**config.mk**
```make
export PLATFORM = sky130hd
export DESIGN_NAME = multi_timescale_rate_meter_core
export DESIGN_NICKNAME = d
export VERILOG_FILES = /design/src/hdl/mtrm_pkg.sv /design/src/hdl/multi_timescale_rate_meter_core.sv
export SDC_FILE = /design/constraint.sdc
export NUM_CORES = 2
export LEC_CHECK = 0
export BUFFER_PORTS_ARGS = -buffer_cell sky130_fd_sc_hd__buf_2
export CAP_MARGIN = 40
export CORE_ASPECT_RATIO = 0.5
export CORE_UTILIZATION = 40
export CTS_CLUSTER_DIAMETER = 30
export CTS_CLUSTER_SIZE = 24
export DETAILED_ROUTE_END_ITERATION = 7
export PLACE_DENSITY_LB_ADDON = 0.08
export SLEW_MARGIN = 10
export SYNTH_ARGS = -nofsm -noshare
export SYNTH_HDL_FRONTEND = slang
export SYNTH_SLANG_ARGS = --single-unit
```
**constraint.sdc**
```tcl
create_clock -name clk -period 39 [get_ports clk]
set_input_delay 11.7 -clock clk [delete_from_list [all_inputs] [get_ports clk]]
set_output_delay 11.7 -clock clk [all_outputs]
set_load 0.01 [all_outputs]
```
**src/hdl/mtrm_pkg.sv**
```systemverilog
// Package for the multi-timescale rate meter.
// Holds sizes, codes and the request/result structs; no dependencies.
package mtrm_pkg;

  localparam int LEVELS = 8;
  localparam int LVL_W  = $clog2(LEVELS);
  localparam int PW     = 61;           // period and divisor width
  localparam int MW     = 32;           // counter magnitude width
  localparam int PRODW  = PW + MW;      // c*P magnitude width
  localparam int NUMW   = PRODW + 1;    // signed numerator width
  localparam int TW     = 48;
  localparam logic [PW-1:0] PERIOD_CAP = {1'b1, {(PW-1){1'b0}}};

  localparam logic [1:0] MODE_RECORD  = 2'd0;
  localparam logic [1:0] MODE_CLAMP   = 2'd1;
  localparam logic [1:0] MODE_RESTART = 2'd2;

  localparam logic [1:0] REG_BASE_PERIOD   = 2'd0;
  localparam logic [1:0] REG_PERIOD_FACTOR = 2'd1;
  localparam logic [1:0] REG_INITIAL_VALUE = 2'd2;

  typedef struct packed {
    logic [1:0]         mode;
    logic [TW-1:0]      timestamp;
    logic signed [31:0] amount;
  } in_item_t;

  typedef struct packed {
    logic [2:0]         level;
    logic signed [31:0] rate;
    logic               last;
  } out_item_t;

endpackage

```
**src/hdl/multi_timescale_rate_meter_core.sv**
```systemverilog
// Multi-timescale rate meter top level: counters, serial multiplier and divider.
// Depends on mtrm_pkg.
//
// One request at a time. A record request (mode 0) runs each of the eight levels
// through a bit-serial shift-add multiplier and a restoring divider that retires
// one quotient bit per cycle, with setup in the load and add states and write-back
// in the emit state. Clamp, restart and unused modes emit the current counter value
// of each level without computing. Results leave through an output register,
// level 0 first; back-pressure on the output stalls the level loop.
module multi_timescale_rate_meter_core (
  input  logic                clk,
  input  logic                rst,
  input  logic                in_valid,
  output logic                in_ready,
  input  mtrm_pkg::in_item_t  in_data,
  output logic                out_valid,
  input  logic                out_ready,
  output mtrm_pkg::out_item_t out_data,
  input  logic                cfg_we,
  input  logic [1:0]          cfg_index,
  input  logic [31:0]         cfg_data
);

  typedef enum logic [5:0] {
    S_IDLE = 6'b000001,
    S_LOAD = 6'b000010,
    S_MUL  = 6'b000100,
    S_ADD  = 6'b001000,
    S_DIV  = 6'b010000,
    S_EMIT = 6'b100000
  } state_t;

  state_t state;

  logic [31:0] base_period;
  logic [4:0]  period_factor;
  logic [31:0] initial_value;

  logic [31:0] counters [mtrm_pkg::LEVELS];
  logic [mtrm_pkg::TW-1:0] last_time;
  logic        time_valid;

  logic [1:0]  mode;
  logic [31:0] amount;
  logic [mtrm_pkg::TW-1:0] elapsed;
  logic [mtrm_pkg::PW-1:0] period;
  logic [mtrm_pkg::PW-1:0] den;
  logic [mtrm_pkg::LVL_W-1:0] lvl;

  logic        cneg;
  logic [mtrm_pkg::PW:0] hi;
  logic [31:0] lo;
  logic [4:0]  mul_cnt;

  logic [mtrm_pkg::PRODW-1:0] dvd;
  logic [mtrm_pkg::PW-1:0]    rem;
  logic [31:0] quo;
  logic        ovf;
  logic        qneg;
  logic [6:0]  div_cnt;

  logic        accept;
  logic        slot_free;
  logic        last_lvl;
  logic [mtrm_pkg::PW:0] mul_acc;
  logic [mtrm_pkg::NUMW-1:0] num;
  logic [mtrm_pkg::NUMW-1:0] num_abs;
  logic [mtrm_pkg::PW:0] rem_sh;
  logic        rem_ge;
  logic [31:0] result;
  logic        q_big;
  logic [mtrm_pkg::PW+4:0] p_mul;
  logic [mtrm_pkg::PW-1:0] period_next;
  logic [31:0] cur;

  assign in_ready  = (state == S_IDLE);
  assign accept    = in_valid && in_ready;
  assign slot_free = !out_valid || out_ready;
  assign last_lvl  = (lvl == mtrm_pkg::LVL_W'(mtrm_pkg::LEVELS - 1));
  assign cur       = counters[lvl];

  assign mul_acc = hi + (lo[0] ? {1'b0, period} : '0);

  always_comb begin
    logic [mtrm_pkg::NUMW-1:0] prod_s;
    prod_s  = {1'b0, hi[mtrm_pkg::PW-1:0], lo};
    if (cneg) prod_s = -prod_s;
    num     = prod_s + {{(mtrm_pkg::NUMW-32){amount[31]}}, amount};
    num_abs = num[mtrm_pkg::NUMW-1] ? -num : num;
  end

  assign rem_sh = {rem, dvd[mtrm_pkg::PRODW-1]};
  assign rem_ge = rem_sh >= {1'b0, den};

  // saturate the quotient to the signed 32-bit range
  assign q_big = ovf || quo[31];
  always_comb begin
    if (qneg) result = q_big ? 32'h8000_0000 : -quo;
    else      result = q_big ? 32'h7FFF_FFFF : quo;
  end

  assign p_mul = period * period_factor;
  always_comb begin
    if (period_factor == '0)
      period_next = mtrm_pkg::PW'(1);
    else if (p_mul > {5'd0, mtrm_pkg::PERIOD_CAP})
      period_next = mtrm_pkg::PERIOD_CAP;
    else
      period_next = p_mul[mtrm_pkg::PW-1:0];
  end

  always_ff @(posedge clk) begin
    if (rst) begin
      base_period   <= 32'd1000000;
      period_factor <= 5'd2;
      initial_value <= '0;
    end else if (cfg_we) begin
      unique case (cfg_index)
        mtrm_pkg::REG_BASE_PERIOD:   base_period   <= cfg_data;
        mtrm_pkg::REG_PERIOD_FACTOR: period_factor <= cfg_data[4:0];
        mtrm_pkg::REG_INITIAL_VALUE: initial_value <= cfg_data;
        default: ;
      endcase
    end
  end

  always_ff @(posedge clk) begin
    if (rst) begin
      state      <= S_IDLE;
      time_valid <= 1'b0;
      last_time  <= '0;
      out_valid  <= 1'b0;
      lvl        <= '0;
      for (int i = 0; i < mtrm_pkg::LEVELS; i++) counters[i] <= '0;
    end else begin
      // the emit state handles its own output handshake
      if (out_valid && out_ready && state != S_EMIT) out_valid <= 1'b0;
      unique case (state)
        S_IDLE: begin
          if (accept) begin
            mode   <= in_data.mode;
            amount <= in_data.amount;
            lvl    <= '0;
            period <= (base_period == '0) ? mtrm_pkg::PW'(1) : mtrm_pkg::PW'(base_period);
            if (in_data.mode == mtrm_pkg::MODE_RECORD) begin
              elapsed    <= (time_valid && in_data.timestamp >= last_time)
                            ? in_data.timestamp - last_time : '0;
              last_time  <= in_data.timestamp;
              time_valid <= 1'b1;
              state      <= S_LOAD;
            end else begin
              if (in_data.mode == mtrm_pkg::MODE_CLAMP) begin
                for (int i = 0; i < mtrm_pkg::LEVELS; i++)
                  if (counters[i][31]) counters[i] <= '0;
              end else if (in_data.mode == mtrm_pkg::MODE_RESTART) begin
                for (int i = 0; i < mtrm_pkg::LEVELS; i++) counters[i] <= initial_value;
                last_time  <= '0;
                time_valid <= 1'b0;
              end
              state <= S_EMIT;
            end
          end
        end
        S_LOAD: begin
          cneg    <= cur[31];
          hi      <= '0;
          lo      <= cur[31] ? -cur : cur;
          den     <= period + mtrm_pkg::PW'(elapsed);
          mul_cnt <= '0;
          state   <= S_MUL;
        end
        S_MUL: begin
          // add the period on a set bit, then shift the product right
          hi      <= mul_acc >> 1;
          lo      <= {mul_acc[0], lo[31:1]};
          mul_cnt <= mul_cnt + 5'd1;
          if (mul_cnt == 5'd31) state <= S_ADD;
        end
        S_ADD: begin
          qneg    <= num[mtrm_pkg::NUMW-1];
          dvd     <= num_abs[mtrm_pkg::PRODW-1:0];
          rem     <= '0;
          quo     <= '0;
          ovf     <= 1'b0;
          div_cnt <= '0;
          state   <= S_DIV;
        end
        S_DIV: begin
          rem     <= rem_ge ? mtrm_pkg::PW'(rem_sh - {1'b0, den})
                            : rem_sh[mtrm_pkg::PW-1:0];
          dvd     <= dvd << 1;
          quo     <= {quo[30:0], rem_ge};
          ovf     <= ovf | quo[31];
          div_cnt <= div_cnt + 7'd1;
          if (div_cnt == 7'(mtrm_pkg::PRODW - 1)) begin
            state <= S_EMIT;
          end
        end
        S_EMIT: begin
          if (slot_free) begin
            out_valid      <= 1'b1;
            out_data.level <= 3'(lvl);
            out_data.last  <= last_lvl;
            if (mode == mtrm_pkg::MODE_RECORD) begin
              counters[lvl] <= result;
              out_data.rate <= result;
            end else begin
              out_data.rate <= cur;
            end
            period <= period_next;
            if (last_lvl) begin
              state <= S_IDLE;
            end else begin
              lvl   <= lvl + mtrm_pkg::LVL_W'(1);
              state <= (mode == mtrm_pkg::MODE_RECORD) ? S_LOAD : S_EMIT;
            end
          end
        end
        default: state <= S_IDLE;
      endcase
    end
  end

  a_busy_after_accept: assert property (@(posedge clk) disable iff (rst)
    accept |=> !in_ready) else $error("request taken while busy");

  a_last_on_top_level: assert property (@(posedge clk) disable iff (rst)
    (out_valid && out_data.last) |-> out_data.level == 3'(mtrm_pkg::LEVELS - 1))
    else $error("last flag on wrong level");

  a_den_nonzero: assert property (@(posedge clk) disable iff (rst)
    (state == S_DIV) |-> den != '0) else $error("zero divisor");

  a_record_sets_time: assert property (@(posedge clk) disable iff (rst)
    (accept && in_data.mode == mtrm_pkg::MODE_RECORD) |=> time_valid)
    else $error("record did not mark time");

endmodule
```
## Word level (Yosys, flattened, before mapping)

Memories as Yosys holds them, arrays and structs flattened. A register that Yosys moved wholly into a read port is not among the register bits.
Cells that the tools add are included.

- Register bits: 663
- Latch bits: 0
- Bits in writable memories: 256
- ROM bits: 0
- Bits of input ports: 121
- Memories: 1

- $add $sub $neg: 12
- $mul: 1
- Div/mod/pow operators: 0
- $lt $le $gt $ge: 3
- Equal/unequal tests: 20
- Shift-type cells: 0
- Multiplexer cells: 135
- Bitwise gates (word level): 18
- Reductions and logical operators: 31

Memory list:

| name | depth | width | read ports | clocked after Yosys merged registers in | wr ports | RTL line | text |
|---|---|---|---|---|---|---|---|
| counters | 8 | 32 | 9 | 1 | 8 | multi_timescale_rate_meter_core.sv:39 | `logic [31:0] counters [mtrm_pkg::LEVELS];` |

Operators by type and width:

| operator | count |
|---|---|
| 32-bit 2-to-1 mux | 23 |
| 61-bit 2-to-1 mux | 6 |
| 61-bit one-hot mux with 2 select lines | 2 |
| 93-bit one-hot mux with 2 select lines | 1 |
| 48-bit 2-to-1 mux | 3 |
| 32-bit one-hot mux with 2 select lines | 2 |
| 62-bit one-hot mux with 2 select lines | 1 |
| 94-bit adder | 1 |
| 94-bit 2-to-1 mux | 1 |
| 93-bit negator with 94-bit output | 1 |
| 93-bit 2-to-1 mux | 1 |
| 93-bit negator | 1 |
| 1-bit 2-to-1 mux | 77 |
| 66-bit by 61-bit > comparator with 1-bit output, second input constant | 1 |
| 61-bit by 5-bit multiplier with 66-bit output | 1 |
| 32-bit negator | 2 |
| 62-bit by 61-bit adder with 62-bit output | 1 |
| 62-bit by 61-bit >= comparator with 1-bit output | 1 |
| 61-bit by 48-bit adder with 61-bit output | 1 |
| 61-bit subtractor | 1 |
| 48-bit >= comparator | 1 |
| 48-bit subtractor | 1 |
| 6-bit 2-to-1 mux | 7 |
| 6-bit one-hot mux with 6 select lines | 1 |
| 35 further kinds | 82 |

## Longest topological paths before layout

An unclocked memory read counts as a cell.

- Depth in word-level cells: 11
- Mapped depth: 35

## Worst setup path after synthesis

OpenSTA, ideal clock, no wires.

- Kind: input to register
- Start: input rst
- End: register div_cnt[0], enable pin
- Setup time: 0.813 ns
- Arrival time: 21.434 ns
- Required time: 38.187 ns
- Setup slack: 16.752 ns
- Stages: 3
- Path buffers: 2
- Cells stage by stage: clkbuf_1 clkbuf_1 a21oi_1

- Longest elaborated chain between the ends: 2

Ends and longest elaborated chain:

| item | RTL line | text |
|---|---|---|
| from (decl) | multi_timescale_rate_meter_core.sv:12 | `input logic rst,` |
| 1-bit inverter (no source line) | n/a |  |
| 2-bit AND reduction (no source line) | n/a |  |
| to (signal assigned) | multi_timescale_rate_meter_core.sv:194 | `div_cnt <= div_cnt + 7'd1;` |
| to (decl) | multi_timescale_rate_meter_core.sv:60 | `logic [6:0] div_cnt;` |

No other way between the ends.
A chain may end at the register's enable or synchronous reset.

## Final worst setup path

- Start: input in_data[32] in the netlist's numbering
- End: register elapsed[46] in the netlist's numbering (data pin)

- Longest elaborated chain between the ends: 2

Ends and longest elaborated chain:

| item | RTL line | text |
|---|---|---|
| from (decl) | multi_timescale_rate_meter_core.sv:15 | `input mtrm_pkg::in_item_t in_data,` |
| 48-bit >= comparator | multi_timescale_rate_meter_core.sv:146 | `elapsed <= (time_valid && in_data.timestamp >= last_time)` |
| 1-bit logical AND | multi_timescale_rate_meter_core.sv:146 |  |
| to (signal assigned) | multi_timescale_rate_meter_core.sv:146 |  |
| to (decl) | multi_timescale_rate_meter_core.sv:45 | `logic [mtrm_pkg::TW-1:0] elapsed;` |

Parallel ways exist; a longest one is shown, timed or not.

==> flow_metrics.tcl <==
set metrics [dict create \
    min_period_ns 15.31 \
    synth_area_mm2 0.0714 \
    h-tree-depth 4 \
    grt_max_degree 95 \
    end_kind "flip-flop" \
    die_w_um 599 \
    worst_pin_slew_ns 1.05 \
    overflow 0 \
    p_leak_uw 0.0318 \
    hold_violations 0 \
    antenna_found_initial 30 \
    rows 109 \
    grt_usage_pct 25.5 \
    wl_um 233000 \
    final_area_mm2 0.0805 \
    synthArstFlopShare_pct 0 \
    place_area_mm2 0.0748 \
    cts_buffers 174 \
    synth.largest_area_cell "edfxtp_1" \
    nets 8467 \
    ys_ff_latch 921 \
    fin_crit_sh_pct 39.3 \
    hpwlAfterDp_um 177000 \
    drtIter0Drc 5140 \
    boundaryPins 159 \
    grt_pass1_wl_um 352000 \
    firstDrtPassIters 6 \
    port_buffers 158 \
    synth_top_area_share_pct 33.2 \
    cts_sinks 921 \
    drtAntennaViolNets 0 \
    clk_path_buf_depth 4 \
    yosysWarnings 0 \
    drive_above_1_share_pct 9.39 \
    syn_to_final_growth_pct 12.9 \
    die_height_um 301 \
    slew_headroom_pct 29.3 \
    wl_per_cell_um 22.7 \
    synth_cell_types 116 \
    crit_type "input pin to flip-flop" \
    power_uw 3280 \
    cp_max_fo 3 \
    regArea_mm2 0.0264 \
    vias 58700 \
    syn_nets 8378 \
    crit_arrival_ns 15.82 \
    die-area_mm2 0.180 \
    clockRootBuffer "clkbuf_16" \
    drv_slew 0 \
    outcome "completed" \
    drv_cap 0 \
    synthTopCellsByArea "edfxtp_1 (33%), ha_1 (6.9%), fa_1 (5.1%), xnor2_1 (4.6%), o21ai_0 (4.4%)" \
    synth_seq_area_share_pct 36.9 \
    startpoint_type "input pin" \
    ctsHoldBuffers 0 \
    post-cts-setup-buffers 0 \
    start_util_pct 40.3 \
    hp-class "flip-flop to flip-flop" \
    fin_setup_tns_ns 0 \
    ir_drop_mv 0.0314 \
    routed_via_density 5.70 \
    cp_data_required_time_ns 39.51 \
    gp_congestion 0.936 \
    nFillCells 17300 \
    synthesis.instances 7680 \
    cts_tree "built" \
    syn_area_per_cell_um2 9.29 \
    drc 0 \
    core_mm2 0.177 \
    clk_pin_slew_ns 0.05 \
    worstSkewPairLatency_ns 0.84 \
    fin_skew_ns 0.105 \
    setup_violations 0 \
    grt_pass1_vias 56100 \
    synth_edf_count 790 \
    fmax_mhz 65.3 \
    power.density_mw_per_mm2 40.7 \
    multiInputGateArea_mm2 0.0419 \
    post_cts_resized 0 \
    rsz0062_at_grt "no" \
    ys.flop_type "edfxtp_1" \
    final_util_pct 45.5 \
]
==> worst max-delay path: stages <==
cell	delay [ns]
buf_2	0.09
inv_1	0.04
ha_1	0.21
fa_1	0.38
nor2b_1	0.16
o21ai_0	0.12
a21boi_0	0.25
o21ai_0	0.13
a21boi_0	0.34
o21bai_1	0.13
a211oi_1	0.30
o21ai_0	0.22
a21oi_1	0.41
o21ai_0	0.27
a2111oi_0	0.64
o22ai_1	0.20
xor2_1	0.16
nor2_1	0.05
==> placed cells by master, fill, tap and decap left out, types with 126 or more instances in the layout <==
master	instances
edfxtp_1	790
nand2_1	690
o21ai_0	621
a21oi_1	604
nor2_1	602
inv_1	474
ha_1	395
and2_1	371
xnor2_1	371
a21o_1	217
xor2_1	182
fa_1	182
clkbuf_16	175
buf_2	158
nand3_1	138
dfxtp_1	126
==> layout make-up <==
class	instances	share of cell area [%]
multi-input cells	5926	52.0
flip-flops and latches	921	32.7
clock buffers	189	5.54
well taps	2386	3.71
repair buffers	271	2.26
inverters	475	2.21
clock inverters	119	1.55
diodes	10	0.0311
==> sequential cells by signal (all words and copies together) (netlist names), 6 cells and up, named ones only <==
| signal | cells |
|---|---|
| counters | 256 |
| dvd | 93 |
| den | 61 |
| hi | 61 |
| period | 61 |
| rem | 61 |
| elapsed | 48 |
| last_time | 48 |
| out_data | 36 |
| amount | 32 |
| base_period | 32 |
| initial_value | 32 |
| lo | 32 |
| quo | 32 |
| div_cnt | 7 |
| state | 6 |
==> synth_stat cells (all sizes together), types with 64 or more instances <==
| cell | n |
|---|---|
| edfxtp | 790 |
| nand2 | 690 |
| o21ai | 633 |
| a21oi | 609 |
| nor2 | 609 |
| inv | 474 |
| ha | 395 |
| and2 | 371 |
| xnor2 | 371 |
| clkbuf | 304 |
| a21o | 219 |
| fa | 182 |
| xor2 | 182 |
| nand3 | 148 |
| dfxtp | 131 |
| nor3 | 125 |
| nand4 | 117 |
| mux2i | 113 |
| a31oi | 76 |
| nor2b | 69 |
| a22o | 64 |
| mux4 | 64 |
| o21bai | 64 |
==> cells by family (layout without fill, tap and decap cells) <==
kind of cell | count (synthesis) | after routing | share of synthesized area, %
simple gates | 2485 | 2485 | 17.3
compound gates | 2122 | 2122 | 18.6
flops | 921 | 921 | 36.9
buf+inv | 833 | 1054 | 4.62
fa+ha+maj | 577 | 577 | 12.0
xor+xnor | 553 | 553 | 6.79
mux | 189 | 189 | 3.79
other cells | 0 | 10 | 0
==> stage by stage <==
step | setup slack [ns] | hold WS [ns] | cells
2_1_floorplan | 16.75 | 0.434 | 7680
3_3_place_gp | 22.98 | 0.444 | 9947
3_5_place_dp | 23.08 | 0.448 | 9978
4_1_cts | 23.88 | 0.457 | 10300
5_1_grt | 23.34 | 0.476 | 10300
6_report | 23.69 | 0.455 | 10300
==> final timing paths <==
path                     from          endpoint  slack (ns)  cells past startpoint
min          initial_value[6]  initial_value[6]        0.45                      2
max               in_data[32]       elapsed[46]       23.69                     18
min reg2reg  initial_value[6]  initial_value[6]        0.45                      2
max reg2reg            lo[13]           dvd[83]       29.66                     31
==> metal layers <==
metal | vias up | track usage (%) | wire, µm
met5 | - | 0 | 13
met4 | 2 | 5.16 | 4400
met3 | 271 | 4.58 | 15500
met2 | 1582 | 38.7 | 101000
met1 | 28800 | 37.9 | 112000
li1 | 28100 | - | -
==> power breakdown <==
part,internal [µW],switching [µW],total [µW]
Combinational,224,391,615
Clock,946,554,1500
Sequential,1120,43.5,1170
Total,2290,989,3280
(Power assumes the default switching activity.)
